$ cat src/rtl/core/dersc_pkg.sv
// shared types, result codes and block size helper for the directory record scanner
// no dependencies; used by dersc_out_if, dersc_cfg_if, dersc_parse and dir_entry_record_scanner
package dersc_pkg;

  localparam int MAX_BLOCK_BYTES = 4096;
  localparam int HEADER_BYTES    = 8;
  localparam int BASE_BLOCK      = 1024;
  localparam int POS_W           = 12;
  localparam int BS_W            = POS_W + 1;
  localparam int CFG_IDX_W       = 2;
  localparam int CFG_DATA_W      = 8;

  // result kinds
  localparam logic [1:0] KIND_HEADER  = 2'd0;
  localparam logic [1:0] KIND_NAME    = 2'd1;
  localparam logic [1:0] KIND_CORRUPT = 2'd2;

  // configuration register indexes
  localparam logic [CFG_IDX_W-1:0] REG_BLOCK_SIZE_LOG   = 2'd0;
  localparam logic [CFG_IDX_W-1:0] REG_FILETYPE_ENABLED = 2'd1;

  typedef struct packed {
    logic [1:0] block_size_log;
    logic       filetype_enabled;
  } cfg_t;

  typedef struct packed {
    logic              valid;
    logic [1:0]        kind;
    logic [31:0]       inode_number;
    logic [7:0]        name_length;
    logic [7:0]        entry_type;
    logic [POS_W-1:0]  entry_offset;
    logic [7:0]        name_byte;
    logic              last_of_entry;
  } result_t;

  // block size in bytes, log above 2 acts as 2
  function automatic logic [BS_W-1:0] block_bytes(input logic [1:0] lg);
    logic [1:0]      lg_c;
    logic [BS_W-1:0] bs;
    lg_c = (lg > 2'd2) ? 2'd2 : lg;
    bs   = BS_W'(BASE_BLOCK) << lg_c;
    if (bs > BS_W'(MAX_BLOCK_BYTES)) begin
      bs = BS_W'(MAX_BLOCK_BYTES);
    end
    return bs;
  endfunction

endpackage

$ cat src/rtl/core/dersc_in_if.sv
// input byte channel of the directory record scanner
// depends on nothing
interface dersc_in_if;
  logic       valid;
  logic       ready;
  logic [7:0] data_byte;

  modport source (output valid, output data_byte, input ready);
  modport sink   (input valid, input data_byte, output ready);
endinterface

$ cat src/rtl/core/dersc_out_if.sv
// result channel of the directory record scanner
// depends on dersc_pkg for the offset width
interface dersc_out_if;
  logic                       valid;
  logic                       ready;
  logic [1:0]                 kind;
  logic [31:0]                inode_number;
  logic [7:0]                 name_length;
  logic [7:0]                 entry_type;
  logic [dersc_pkg::POS_W-1:0] entry_offset;
  logic [7:0]                 name_byte;
  logic                       last_of_entry;

  modport source (output valid, output kind, output inode_number, output name_length,
                  output entry_type, output entry_offset, output name_byte,
                  output last_of_entry, input ready);
  modport sink   (input valid, input kind, input inode_number, input name_length,
                  input entry_type, input entry_offset, input name_byte,
                  input last_of_entry, output ready);
endinterface

$ cat src/rtl/core/dersc_cfg_if.sv
// configuration write channel of the directory record scanner
// depends on dersc_pkg for index and data widths
interface dersc_cfg_if;
  logic                             valid;
  logic                             ready;
  logic [dersc_pkg::CFG_IDX_W-1:0]  index;
  logic [dersc_pkg::CFG_DATA_W-1:0] data;

  modport source (output valid, output index, output data, input ready);
  modport sink   (input valid, input index, input data, output ready);
endinterface

$ cat src/rtl/core/dersc_parse.sv
// record state and per-byte decode of the directory record scanner
// depends on dersc_pkg; result is combinational, registered by the top level
module dersc_parse (
  input  logic                clk,
  input  logic                rst_n,
  input  logic                step,
  input  logic [7:0]          data_byte,
  input  dersc_pkg::cfg_t     cfg,
  output dersc_pkg::result_t  res
);

  logic [dersc_pkg::POS_W-1:0] byte_pos_r, byte_pos_nxt;
  logic [dersc_pkg::POS_W-1:0] rec_start_r, rec_start_nxt;
  logic [31:0]                 inode_r, inode_nxt;
  logic [15:0]                 rec_len_r, rec_len_nxt;
  logic [7:0]                  name_len_r, name_len_nxt;
  logic [7:0]                  type_r, type_nxt;
  logic [7:0]                  name_rem_r, name_rem_nxt;
  logic                        dead_r, dead_nxt;

  logic [dersc_pkg::POS_W-1:0] rel;
  logic [dersc_pkg::BS_W-1:0]  bs;
  logic                        active;
  logic                        len_bad;

  assign rel = byte_pos_r - rec_start_r;
  assign bs  = dersc_pkg::block_bytes(cfg.block_size_log);
  assign active = !dead_r &&
                  (({1'b0, rec_start_r} + dersc_pkg::BS_W'(dersc_pkg::HEADER_BYTES)) <= bs);
  assign len_bad = (rec_len_r < 16'(dersc_pkg::HEADER_BYTES)) || (rec_len_r[1:0] != 2'b00) ||
                   (({5'b0, rec_start_r} + {1'b0, rec_len_r}) > {4'b0, bs});

  always_comb begin
    byte_pos_nxt  = byte_pos_r;
    rec_start_nxt = rec_start_r;
    inode_nxt     = inode_r;
    rec_len_nxt   = rec_len_r;
    name_len_nxt  = name_len_r;
    type_nxt      = type_r;
    name_rem_nxt  = name_rem_r;
    dead_nxt      = dead_r;
    res           = '0;

    if (active) begin
      priority if (rel < 12'd4) begin
        if (rel == 12'd0) begin
          inode_nxt = {24'b0, data_byte};
        end else begin
          inode_nxt = inode_r | ({24'b0, data_byte} << {rel[1:0], 3'b000});
        end
      end else if (rel == 12'd4) begin
        rec_len_nxt = {8'b0, data_byte};
      end else if (rel == 12'd5) begin
        rec_len_nxt = rec_len_r | {data_byte, 8'b0};
      end else if (rel == 12'd6) begin
        name_len_nxt = data_byte;
      end else if (rel == 12'd7) begin
        type_nxt     = data_byte;
        name_rem_nxt = '0;
        if (len_bad) begin
          dead_nxt         = 1'b1;
          res.valid        = 1'b1;
          res.kind         = dersc_pkg::KIND_CORRUPT;
          res.entry_offset = rec_start_r;
        end else if (inode_r != 32'd0 && name_len_r != 8'd0 &&
                     {8'b0, name_len_r} <= (rec_len_r - 16'(dersc_pkg::HEADER_BYTES))) begin
          name_rem_nxt     = name_len_r;
          res.valid        = 1'b1;
          res.kind         = dersc_pkg::KIND_HEADER;
          res.inode_number = inode_r;
          res.name_length  = name_len_r;
          res.entry_type   = cfg.filetype_enabled ? data_byte : 8'd0;
          res.entry_offset = rec_start_r;
        end
      end else if (name_rem_r != 8'd0) begin
        res.valid         = 1'b1;
        res.kind          = dersc_pkg::KIND_NAME;
        res.inode_number  = inode_r;
        res.name_length   = name_len_r;
        res.entry_type    = cfg.filetype_enabled ? type_r : 8'd0;
        res.entry_offset  = rec_start_r;
        res.name_byte     = data_byte;
        res.last_of_entry = (name_rem_r == 8'd1);
        name_rem_nxt      = name_rem_r - 8'd1;
      end

      // last byte of a good record: next record starts here
      if (!dead_nxt && rel >= 12'd7 && ({4'b0, rel} + 16'd1) == rec_len_r) begin
        rec_start_nxt = rec_start_r + rec_len_r[dersc_pkg::POS_W-1:0];
        name_rem_nxt  = '0;
      end
    end

    // end of block
    if (({1'b0, byte_pos_r} + dersc_pkg::BS_W'(1)) >= bs) begin
      byte_pos_nxt  = '0;
      rec_start_nxt = '0;
      dead_nxt      = 1'b0;
      name_rem_nxt  = '0;
    end else begin
      byte_pos_nxt = byte_pos_r + dersc_pkg::POS_W'(1);
    end
  end

  always_ff @(posedge clk) begin
    if (!rst_n) begin
      byte_pos_r  <= '0;
      rec_start_r <= '0;
      inode_r     <= '0;
      rec_len_r   <= '0;
      name_len_r  <= '0;
      type_r      <= '0;
      name_rem_r  <= '0;
      dead_r      <= 1'b0;
    end else if (step) begin
      byte_pos_r  <= byte_pos_nxt;
      rec_start_r <= rec_start_nxt;
      inode_r     <= inode_nxt;
      rec_len_r   <= rec_len_nxt;
      name_len_r  <= name_len_nxt;
      type_r      <= type_nxt;
      name_rem_r  <= name_rem_nxt;
      dead_r      <= dead_nxt;
    end
  end

endmodule

$ cat src/rtl/core/dir_entry_record_scanner.sv
// top level of the directory record scanner: input stage, config registers, result register
// depends on dersc_pkg, dersc_in_if, dersc_out_if, dersc_cfg_if and dersc_parse
//
//  channel   dir  beat payload
//  in_chan   in   data_byte (8): next raw byte of the directory block stream
//  out_chan  out  kind, inode_number, name_length, entry_type, entry_offset,
//                 name_byte, last_of_entry: zero or one result per byte
//  cfg_chan  in   index (2), data (8): 0 block_size_log, 1 filetype_enabled
//
// one byte per cycle sustained while out_chan is not stalled; a taken byte first sits
// in the input register, then decodes into the result register
// rst_n is synchronous: clears record state, block_size_log to 0, filetype_enabled to 1
// a stalled result holds the result register and the byte in the input register;
// in_chan.ready stays high while the input register is empty or the result register
// frees up in the same cycle, otherwise it drops
// cfg_chan.ready is always high
module dir_entry_record_scanner (
  input  logic         clk,
  input  logic         rst_n,
  dersc_in_if.sink     in_chan,
  dersc_out_if.source  out_chan,
  dersc_cfg_if.sink    cfg_chan
);

  // configuration registers
  dersc_pkg::cfg_t cfg_r;

  // input stage
  logic       in_v_r;
  logic [7:0] in_byte_r;

  // result register
  dersc_pkg::result_t res;
  dersc_pkg::result_t out_r;

  logic out_free;
  logic advance;

  assign out_free = !out_r.valid || out_chan.ready;
  assign advance  = in_v_r && out_free;

  assign in_chan.ready  = !in_v_r || advance;
  assign cfg_chan.ready = 1'b1;

  always_ff @(posedge clk) begin
    if (!rst_n) begin
      cfg_r.block_size_log   <= 2'd0;
      cfg_r.filetype_enabled <= 1'b1;
    end else if (cfg_chan.valid) begin
      unique case (cfg_chan.index)
        dersc_pkg::REG_BLOCK_SIZE_LOG:   cfg_r.block_size_log   <= cfg_chan.data[1:0];
        dersc_pkg::REG_FILETYPE_ENABLED: cfg_r.filetype_enabled <= cfg_chan.data[0];
        default: ;  // no register at other indexes
      endcase
    end
  end

  // input beat register
  always_ff @(posedge clk) begin
    if (!rst_n) begin
      in_v_r <= 1'b0;
    end else if (in_chan.ready) begin
      in_v_r <= in_chan.valid;
    end
  end

  always_ff @(posedge clk) begin
    if (in_chan.valid && in_chan.ready) begin
      in_byte_r <= in_chan.data_byte;
    end
  end

  dersc_parse u_parse (
    .clk       (clk),
    .rst_n     (rst_n),
    .step      (advance),
    .data_byte (in_byte_r),
    .cfg       (cfg_r),
    .res       (res)
  );

  // result register: load on a decoded result, drain when taken
  always_ff @(posedge clk) begin
    if (!rst_n) begin
      out_r.valid <= 1'b0;
    end else if (advance && res.valid) begin
      out_r <= res;
    end else if (out_chan.ready) begin
      out_r.valid <= 1'b0;
    end
  end

  assign out_chan.valid         = out_r.valid;
  assign out_chan.kind          = out_r.kind;
  assign out_chan.inode_number  = out_r.inode_number;
  assign out_chan.name_length   = out_r.name_length;
  assign out_chan.entry_type    = out_r.entry_type;
  assign out_chan.entry_offset  = out_r.entry_offset;
  assign out_chan.name_byte     = out_r.name_byte;
  assign out_chan.last_of_entry = out_r.last_of_entry;

  // corrupt beats carry only the record offset
  assert property (@(posedge clk) disable iff (!rst_n)
    (out_chan.valid && out_chan.kind == dersc_pkg::KIND_CORRUPT) |->
      (out_chan.inode_number == 32'd0 && out_chan.name_length == 8'd0 &&
       out_chan.name_byte == 8'd0 && !out_chan.last_of_entry))
    else $error("corrupt beat with nonzero entry fields");

  // the end flag only rides on name beats
  assert property (@(posedge clk) disable iff (!rst_n)
    (out_chan.valid && out_chan.last_of_entry) |-> (out_chan.kind == dersc_pkg::KIND_NAME))
    else $error("last_of_entry set outside a name beat");

  // a header always announces a live entry with a name
  assert property (@(posedge clk) disable iff (!rst_n)
    (out_chan.valid && out_chan.kind == dersc_pkg::KIND_HEADER) |->
      (out_chan.inode_number != 32'd0 && out_chan.name_length != 8'd0))
    else $error("header beat for an empty entry");

endmodule
$ cat src/flat_wrapper.sv
// flat-port wrapper written by rule: the top's interface ports become plain ports
module dir_entry_record_scanner_flat 
  (clk, rst_n, in_chan_valid, in_chan_data_byte, in_chan_ready, out_chan_valid, out_chan_kind, out_chan_inode_number, out_chan_name_length, out_chan_entry_type, out_chan_entry_offset, out_chan_name_byte, out_chan_last_of_entry, out_chan_ready, cfg_chan_valid, cfg_chan_index, cfg_chan_data, cfg_chan_ready);
  dersc_in_if in_chan_i ();
  dersc_out_if out_chan_i ();
  dersc_cfg_if cfg_chan_i ();
  input  logic clk;
  input  logic rst_n;
  input wire logic [$bits(in_chan_i.valid)-1:0] in_chan_valid;
  input wire logic [$bits(in_chan_i.data_byte)-1:0] in_chan_data_byte;
  output wire logic [$bits(in_chan_i.ready)-1:0] in_chan_ready;
  output wire logic [$bits(out_chan_i.valid)-1:0] out_chan_valid;
  output wire logic [$bits(out_chan_i.kind)-1:0] out_chan_kind;
  output wire logic [$bits(out_chan_i.inode_number)-1:0] out_chan_inode_number;
  output wire logic [$bits(out_chan_i.name_length)-1:0] out_chan_name_length;
  output wire logic [$bits(out_chan_i.entry_type)-1:0] out_chan_entry_type;
  output wire logic [$bits(out_chan_i.entry_offset)-1:0] out_chan_entry_offset;
  output wire logic [$bits(out_chan_i.name_byte)-1:0] out_chan_name_byte;
  output wire logic [$bits(out_chan_i.last_of_entry)-1:0] out_chan_last_of_entry;
  input wire logic [$bits(out_chan_i.ready)-1:0] out_chan_ready;
  input wire logic [$bits(cfg_chan_i.valid)-1:0] cfg_chan_valid;
  input wire logic [$bits(cfg_chan_i.index)-1:0] cfg_chan_index;
  input wire logic [$bits(cfg_chan_i.data)-1:0] cfg_chan_data;
  output wire logic [$bits(cfg_chan_i.ready)-1:0] cfg_chan_ready;
  assign in_chan_i.valid = in_chan_valid;
  assign in_chan_i.data_byte = in_chan_data_byte;
  assign in_chan_ready = in_chan_i.ready;
  assign out_chan_valid = out_chan_i.valid;
  assign out_chan_kind = out_chan_i.kind;
  assign out_chan_inode_number = out_chan_i.inode_number;
  assign out_chan_name_length = out_chan_i.name_length;
  assign out_chan_entry_type = out_chan_i.entry_type;
  assign out_chan_entry_offset = out_chan_i.entry_offset;
  assign out_chan_name_byte = out_chan_i.name_byte;
  assign out_chan_last_of_entry = out_chan_i.last_of_entry;
  assign out_chan_i.ready = out_chan_ready;
  assign cfg_chan_i.valid = cfg_chan_valid;
  assign cfg_chan_i.index = cfg_chan_index;
  assign cfg_chan_i.data = cfg_chan_data;
  assign cfg_chan_ready = cfg_chan_i.ready;
  dir_entry_record_scanner u_core (.clk(clk), .rst_n(rst_n), .in_chan(in_chan_i), .out_chan(out_chan_i), .cfg_chan(cfg_chan_i));
endmodule
$ cat config.mk
export PLATFORM = sky130hd
export DESIGN_NAME = dir_entry_record_scanner_flat
export DESIGN_NICKNAME = d
export VERILOG_FILES = /design/src/rtl/core/dersc_pkg.sv /design/src/rtl/core/dersc_in_if.sv /design/src/rtl/core/dersc_out_if.sv /design/src/rtl/core/dersc_cfg_if.sv /design/src/rtl/core/dersc_parse.sv /design/src/rtl/core/dir_entry_record_scanner.sv /design/src/flat_wrapper.sv
export SDC_FILE = /design/constraint.sdc
export NUM_CORES = 1
export LEC_CHECK = 0
export ABC_CLOCK_PERIOD_IN_PS = 4800
export BUFFER_PORTS_ARGS = -buffer_cell sky130_fd_sc_hd__buf_2
export CAP_MARGIN = 20
export CORE_UTILIZATION = 54
export DETAILED_ROUTE_END_ITERATION = 10
export GPL_TIMING_DRIVEN = 0
export PLACE_DENSITY = 0.77
export RECOVER_POWER = 100
export SYNTH_ARGS = -nofsm -noshare
export SYNTH_HDL_FRONTEND = slang
export SYNTH_SLANG_ARGS = --single-unit
$ cat constraint.sdc
create_clock -name clk -period 4.8 [get_ports clk]
set_input_delay 0 -clock clk [delete_from_list [all_inputs] [get_ports clk]]
set_output_delay 0 -clock clk [all_outputs]
set_load 0.05 [all_outputs]
# Yosys cells after proc, flatten, opt, wreduce, memory -nomap -nowiden
# Cells that the tools add are included.
[totals]
ff_bits = 181
in_bits = 23
out_inout_bits = 74
word_cells = 143
[classes]
n_addsub = 9
magnitude_cmp = 9
n_eq_ne = 11
shifts = 2
mux = 45
n_bitwise = 8
n_reduce_logical = 39
[ops]
columns = ["operator", "count"]
rows = [
  ["2-to-1 mux 72 bit", 6],
  ["2-to-1 mux 63 bit", 2],
  ["2-to-1 mux 8 bit", 13],
  ["2-to-1 mux 12 bit", 5],
  ["== test 12 x 3 -> 1 bit, second input constant", 4],
  ["2-to-1 mux 48 bit", 1],
  ["2-to-1 mux 16 bit", 2],
  ["2-to-1 mux 32 bit", 1],
  ["OR 32 bit", 1],
  ["nonzero test 32 bit", 1],
  ["left shift 8 x 5 -> 32 bit", 1],
  ["adder 12 x 1 -> 13 bit, second input constant", 2],
  ["adder 12 x 16 -> 17 bit", 1],
  ["> comparator 17 x 13 -> 1 bit", 1],
  ["== test 13 x 16 -> 1 bit", 1],
  ["<= comparator 8 x 16 -> 1 bit", 1],
  ["less-than comparator 16 x 4 -> 1 bit, second input constant", 1],
  ["OR 16 bit", 1],
  ["nonzero test 8 bit", 2],
  ["subtractor 16 x 4 -> 16 bit, second input constant", 1],
  ["AND reduction 7 bit", 2],
  ["adder 12 x 4 -> 13 bit, second input constant", 1],
  ["greater-or-equal comparator 13 bit", 1],
  ["> comparator 13 bit, second input constant", 1],
  ["31 further kinds", 70],
]

# Depth between registers and ports, before layout
[logic_depth]
ltp_word = 20
depth_mapped = 18
depth_no_buf = 17

# Modules after synthesis
# Synthesis repeated with hierarchy kept, for this count alone.
[unflattened]
cells_unflattened = 1038
hier_area_um2 = 10161.0
[modules_own_cells]
columns = ["module", "instances", "cells_per_inst", "area_per_inst_um2", "seq_area_each_um2"]
rows = [
  ["dersc_parse", 1, 931, 7526.0, 1941.9],
  ["dir_entry_record_scanner", 1, 107, 2635.0, 2472.4],
]

# Least setup slack after synthesis
# Ideal clock, no wire load.
[synth_path]
kind = "flip-flop to flip-flop"
start = "reg u_core.u_parse.byte_pos_r[0] (netlist name)"
end = "reg u_core.out_r (netlist bit u_core.out_chan.entry_offset[0]) (enable)"
setup_ns = 0.439
arrival_time_ns = 4.662
required_time_ns = 4.361
setup_slack_ns = -0.301
path_stages_with_launch = 15
n_path_buf = 1
synth_period_minus_slack_ns = 5.101
cell_sequence = "dfxtp_1 -> inv_1 -> ha_1 -> inv_1 -> fa_1 -> a211oi_2 -> o21ai_1 -> mux2i_1 -> o2111a_2 -> nand4_2 -> or4b_4 -> buf_6 -> nor2b_4 -> nor2_1 -> and4b_1"
[synth_via]
elab_chain_len = 10
elab_cells_between_ends = 14
cone_classes = "1 x add/sub; 1 x order compare; 4 x eq/ne; 6 x mux; 2 x reduce/logical"
[synth_rtl]
columns = ["element", "line_no", "rtl"]
rows = [
  ["start, declared", "dersc_parse.sv:12", "logic [dersc_pkg::POS_W-1:0] byte_pos_r, byte_pos_nxt;"],
  ["start signal, assigned", "dersc_parse.sv:116", "byte_pos_r <= byte_pos_nxt;"],
  ["subtractor 12 bit (*)", "dersc_parse.sv:26", "assign rel = byte_pos_r - rec_start_r;"],
  ["== test 12 x 3 -> 1 bit", "dersc_parse.sv:57", "end else if (rel == 12'd7) begin"],
  ["2-to-1 mux 63 bit", "dersc_parse.sv:57", ""],
  ["2-to-1 mux 72 bit", "dersc_parse.sv:55", "end else if (rel == 12'd6) begin"],
  ["2-to-1 mux 72 bit", "dersc_parse.sv:53", "end else if (rel == 12'd5) begin"],
  ["2-to-1 mux 72 bit", "dersc_parse.sv:51", "end else if (rel == 12'd4) begin"],
  ["2-to-1 mux 72 bit (*)", "dersc_parse.sv:45", "priority if (rel < 12'd4) begin"],
  ["2-to-1 mux 72 bit (*)", "dersc_parse.sv:44", "if (active) begin"],
  ["logical AND 1 bit (*)", "dir_entry_record_scanner.sv:86", "end else if (advance && res.valid) begin"],
  ["AND reduction 2 bit (no line) (*)", "n/a", ""],
  ["end signal, assigned", "dir_entry_record_scanner.sv:87", "out_r <= res;"],
  ["end, declared", "dir_entry_record_scanner.sv:34", "dersc_pkg::result_t out_r;"],
]
# Mark *: on every way between the ends. The rest lies on a longest branch, timed or not.
# A chain may end at the register's enable or synchronous reset.

# Final worst setup path
[layout_path]
start = "reg u_core.u_parse.rec_start_r[0] (netlist name)"
end = "reg u_core.u_parse.name_rem_r[2]"
[layout_via]
elab_chain_len = 16
elab_cells_between_ends = 41
cone_classes = "4 x add/sub; 4 x order compare; 9 x eq/ne; 16 x mux; 8 x reduce/logical"
[layout_rtl]
columns = ["element", "line_no", "rtl"]
rows = [
  ["start, declared", "dersc_parse.sv:13", "logic [dersc_pkg::POS_W-1:0] rec_start_r, rec_start_nxt;"],
  ["start signal, assigned", "dersc_parse.sv:117", "rec_start_r <= rec_start_nxt;"],
  ["branches (longest 16 deep; another with adder 12 x 16 -> 17 bit)", "n/a", ""],
  ["end signal, assigned", "dersc_parse.sv:122", "name_rem_r <= name_rem_nxt;"],
  ["end, declared", "dersc_parse.sv:18", "logic [7:0] name_rem_r, name_rem_nxt;"],
]
# Parallel ways; which one is timed is not known. The select of a mux whose other input is x is not followed.

==> flow_summary.yaml <==
run_status:
  status: "finished, final reports clean"
finish:
  final_cell_mix: "nor2_1 (113), clkbuf_1 (110), dfxtp_1 (102), a21oi_1 (83), edfxtp_1 (79)"
  multiInputGateArea_sq_um: 5060
  final_common_cell: "nor2_1"
  final_util_pct: 64.5
  seqCellArea_sq_um: 4410
  layout-drive-gt1-share_pct: 7.83
  fin_nets: 1223
  antenna_cells: 0
  fillers: 1436
  final_area_sq_um: 11300
  syn_to_final_growth_pct: 15.5
placement:
  dpl_cell_area_sq_um: 10500
  dp_worst_setup_slack_ps: -115
  port_buffers: 89
  hpwl_um: 18200
  gp_congestion: 0.927
setup_path:
  reg2reg_depth: 14
  critPathMaxFanout: 10
  path_class: "reg2reg"
  r2r_slack_ps: 90
  endpoint_kind: "register"
  r2r-end: "u_core.u_parse.name_rem_r[2]"
  worst_ep_arrival_time_ps: 5020
  start_kind: "register"
  worstPathRequired_ps: 5110
  r2r-start: "u_core.u_parse.rec_start_r[0]"
floorplanning:
  boundaryPins: 97
  die_x_um: 136
  core_region_area_sq_um: 17500
  initial_core_util_pct: 55.8
  dieArea_sq_um: 18600
  rows: 48
  die_h_um: 136
logic_synthesis:
  netlist_area_sq_um: 9750
  ys_async_sr_fraction_pct: 0
  netlist_top_cells_area: "edfxtp_1 (24%), dfxtp_1 (21%), ha_1 (6.3%)"
  syn_area_per_cell_sq_um: 9.53
  yosysTopAreaCell: "edfxtp_1"
  ys_types: 76
  synth_cells: 1023
  seq_area_frac_synth_pct: 45.3
  synth-seq-cells: 181
  synth_edf_count: 79
  yosys_warnings: 0
  synth_top_area_share_pct: 24.3
  synth_fp_nets: 1097
  synth_top_flop_cell: "dfxtp_1"
sta:
  relSlewSlack_pct: 28.8
  layout_setup_ws_ps: 93.5
  setup_viol_count_final: 0
  hold_ws_ps: 169
  fin_crit_sh_pct: 98.1
  slew_violations: 0
  hold_viol: 0
  tightest_slew_ps: 1060
  rsz0062_at_grt: "yes"
  clock_skew_ps: 11.8
  fmax_ghz: 0.212
  layout_min_cycle_time_ps: 4710
cts:
  h-tree-depth: 4
  numCtsBuffers: 17
  clock-sinks: 181
  clk_path_buf_depth: 2
  cts_tree: "yes"
  insertion_delay_ps: 440
  clockRootBuffer: "clkbuf_16"
  clkTransAtPathRegs_ps: 80
drt:
  wl_per_cell_um: 18.9
  routed_via_density: 6.15
  ant_nets: 0
  vias: 8533
  first_iter_violations: 767
  routed_wl_um: 26200
  drt-pass1-iter-count: 5
  drc: 0
power:
  p_leak_nw: 4.35
  power.density_nw_per_um2: 289
  power_w: 0.00325
  max-vdd-ir-drop_uv: 259
grt:
  antenna_found_initial: 0
  grt_use_total_pct: 28.6
  grt_pass1_wl_um: 40300
  grt-ovfl-total: 0
  grt_max_degree: 68
  grt_pass1_vias: 7866
worst_hold_path:
  hold_class: "in2reg"
  hold_end: "u_core.u_parse.rec_start_r[11]"
  hold_path_depth: 5
  worstHoldStart: "rst_n"
run:
  maxCapViolCount: 0
[report_power, final]
part           switching, W  internal, W  leakage (nW)
sequential        0.0000100      0.00161          1.61
clock              0.000651     0.000783         0.290
combinational      0.000140    0.0000597          2.45
total              0.000801      0.00245          4.35
[layout make-up]
| cell class | count | area share (%) |
|---|---|---|
| multi-input cells | 758 | 44.9 |
| flip-flops and latches | 181 | 39.2 |
| repair buffers | 108 | 5.08 |
| clock buffers | 21 | 4.19 |
| well taps | 225 | 2.50 |
| plain buffers | 47 | 1.78 |
| inverters | 36 | 1.20 |
| clock inverters | 11 | 1.18 |
[state kept, by name, summed over array words and instances (netlist names)]
name                           count
u_core.u_parse.rec_len_r          16
u_core.out_chan.entry_offset      12
u_core.out_chan.entry_type         8
u_core.u_parse.dead_r              1
u_core.u_parse.type_r              8
u_core.u_parse.name_len_r          8
u_core.u_parse.byte_pos_r         12
u_core.out_chan.last_of_entry      1
u_core.out_chan.valid              1
u_core.u_parse.inode_r            32
u_core.in_byte_r                   8
u_core.u_parse.name_rem_r          8
u_core.out_chan.inode_number      32
u_core.u_parse.rec_start_r        12
u_core.out_chan.name_byte          8
u_core.cfg_r                       3
u_core.in_v_r                      1
u_core.out_chan.name_length        8
u_core.out_chan.kind               2
[through the flow]
stage	cells	TNS, ps
floorplan	1023	0
global placement	1337	-31770
detailed placement	1338	-3100
CTS	1386	0
global route	1387	-1820
finish	1387	0
[layer usage]
layer,up-vias,wire [um],track usage [%]
met5,-,0,0
met4,0,730,11.1
met3,67,2330,5.82
met2,436,12000,45.8
met1,4032,11100,37.6
li1,3998,-,-
[how the worst max path moves through the flow]
stage / start / endpoint / slack [ps] / cells past startpoint
after floorplan: u_core.u_parse.byte_pos_r[0] / u_core.out_chan.entry_offset[0] / 460 / 14
after global placement: u_core.u_parse.rec_start_r[0] / u_core.out_chan.inode_number[15] / -430 / 13
after detailed placement: u_core.u_parse.rec_len_r[4] / u_core.out_chan.name_length[6] / -120 / 16
after CTS: u_core.u_parse.rec_len_r[0] / u_core.out_chan.name_length[7] / 100 / 18
after global routing: u_core.u_parse.rec_start_r[0] / u_core.u_parse.name_rem_r[2] / -50 / 14
final: u_core.u_parse.rec_start_r[0] / u_core.u_parse.name_rem_r[2] / 90 / 14
[worst max-delay path: stages (launching register included)]
cell and delay (ps):
dfxtp_1 510, ha_1 230, inv_1 50, fa_1 640, inv_1 190, nor3_1 480, and2_1 200, nand4_1 160
nor4_1 300, xor2_1 170, a2111oi_1 630, and4_1 320, buf_2 240, nor3_1 80, or3b_1 380
[kinds of logic after synthesis]
family | Yosys count | share of synthesized area (%)
mux | 25 | 2.58
simple gates | 405 | 21.9
buf+inv | 84 | 3.43
compound gates | 224 | 15.2
other cells | 1 | 0.0384
flops | 181 | 45.3
fa+ha+maj | 51 | 6.70
xor+xnor | 52 | 4.95
[cell usage after synthesis (8+ instances only)]
| cell | count |
|---|---|
| nor2_1 | 114 |
| dfxtp_1 | 102 |
| a21oi_1 | 84 |
| edfxtp_1 | 79 |
| nand2_1 | 55 |
| ha_1 | 49 |
| and2_1 | 48 |
| clkbuf_1 | 38 |
| inv_1 | 36 |
| o21ai_0 | 35 |
| nand3_1 | 34 |
| xnor2_1 | 33 |
| and3_1 | 28 |
| mux2i_1 | 24 |
| a22oi_1 | 21 |
| nor4_1 | 20 |
| nand4_1 | 19 |
| nor3_1 | 18 |
| xor2_1 | 17 |
| a21o_1 | 11 |
| o211ai_1 | 11 |
| nand2b_1 | 10 |
| or3_1 | 9 |
| or4_1 | 9 |
| nor2b_1 | 8 |
[repair_timing]
action | 4_1_cts | 5_1_grt
setup buffers | 0 | 1
setup endpoints to repair | 43 | 175
endpoints found under the hold margin | 13 | 0
hold buffers | 16 | 0
pin swaps | 0 | 1
gates resized for setup | 2 | 18
cloned | 0 | 1
Power figures use the tool's default switching activity.
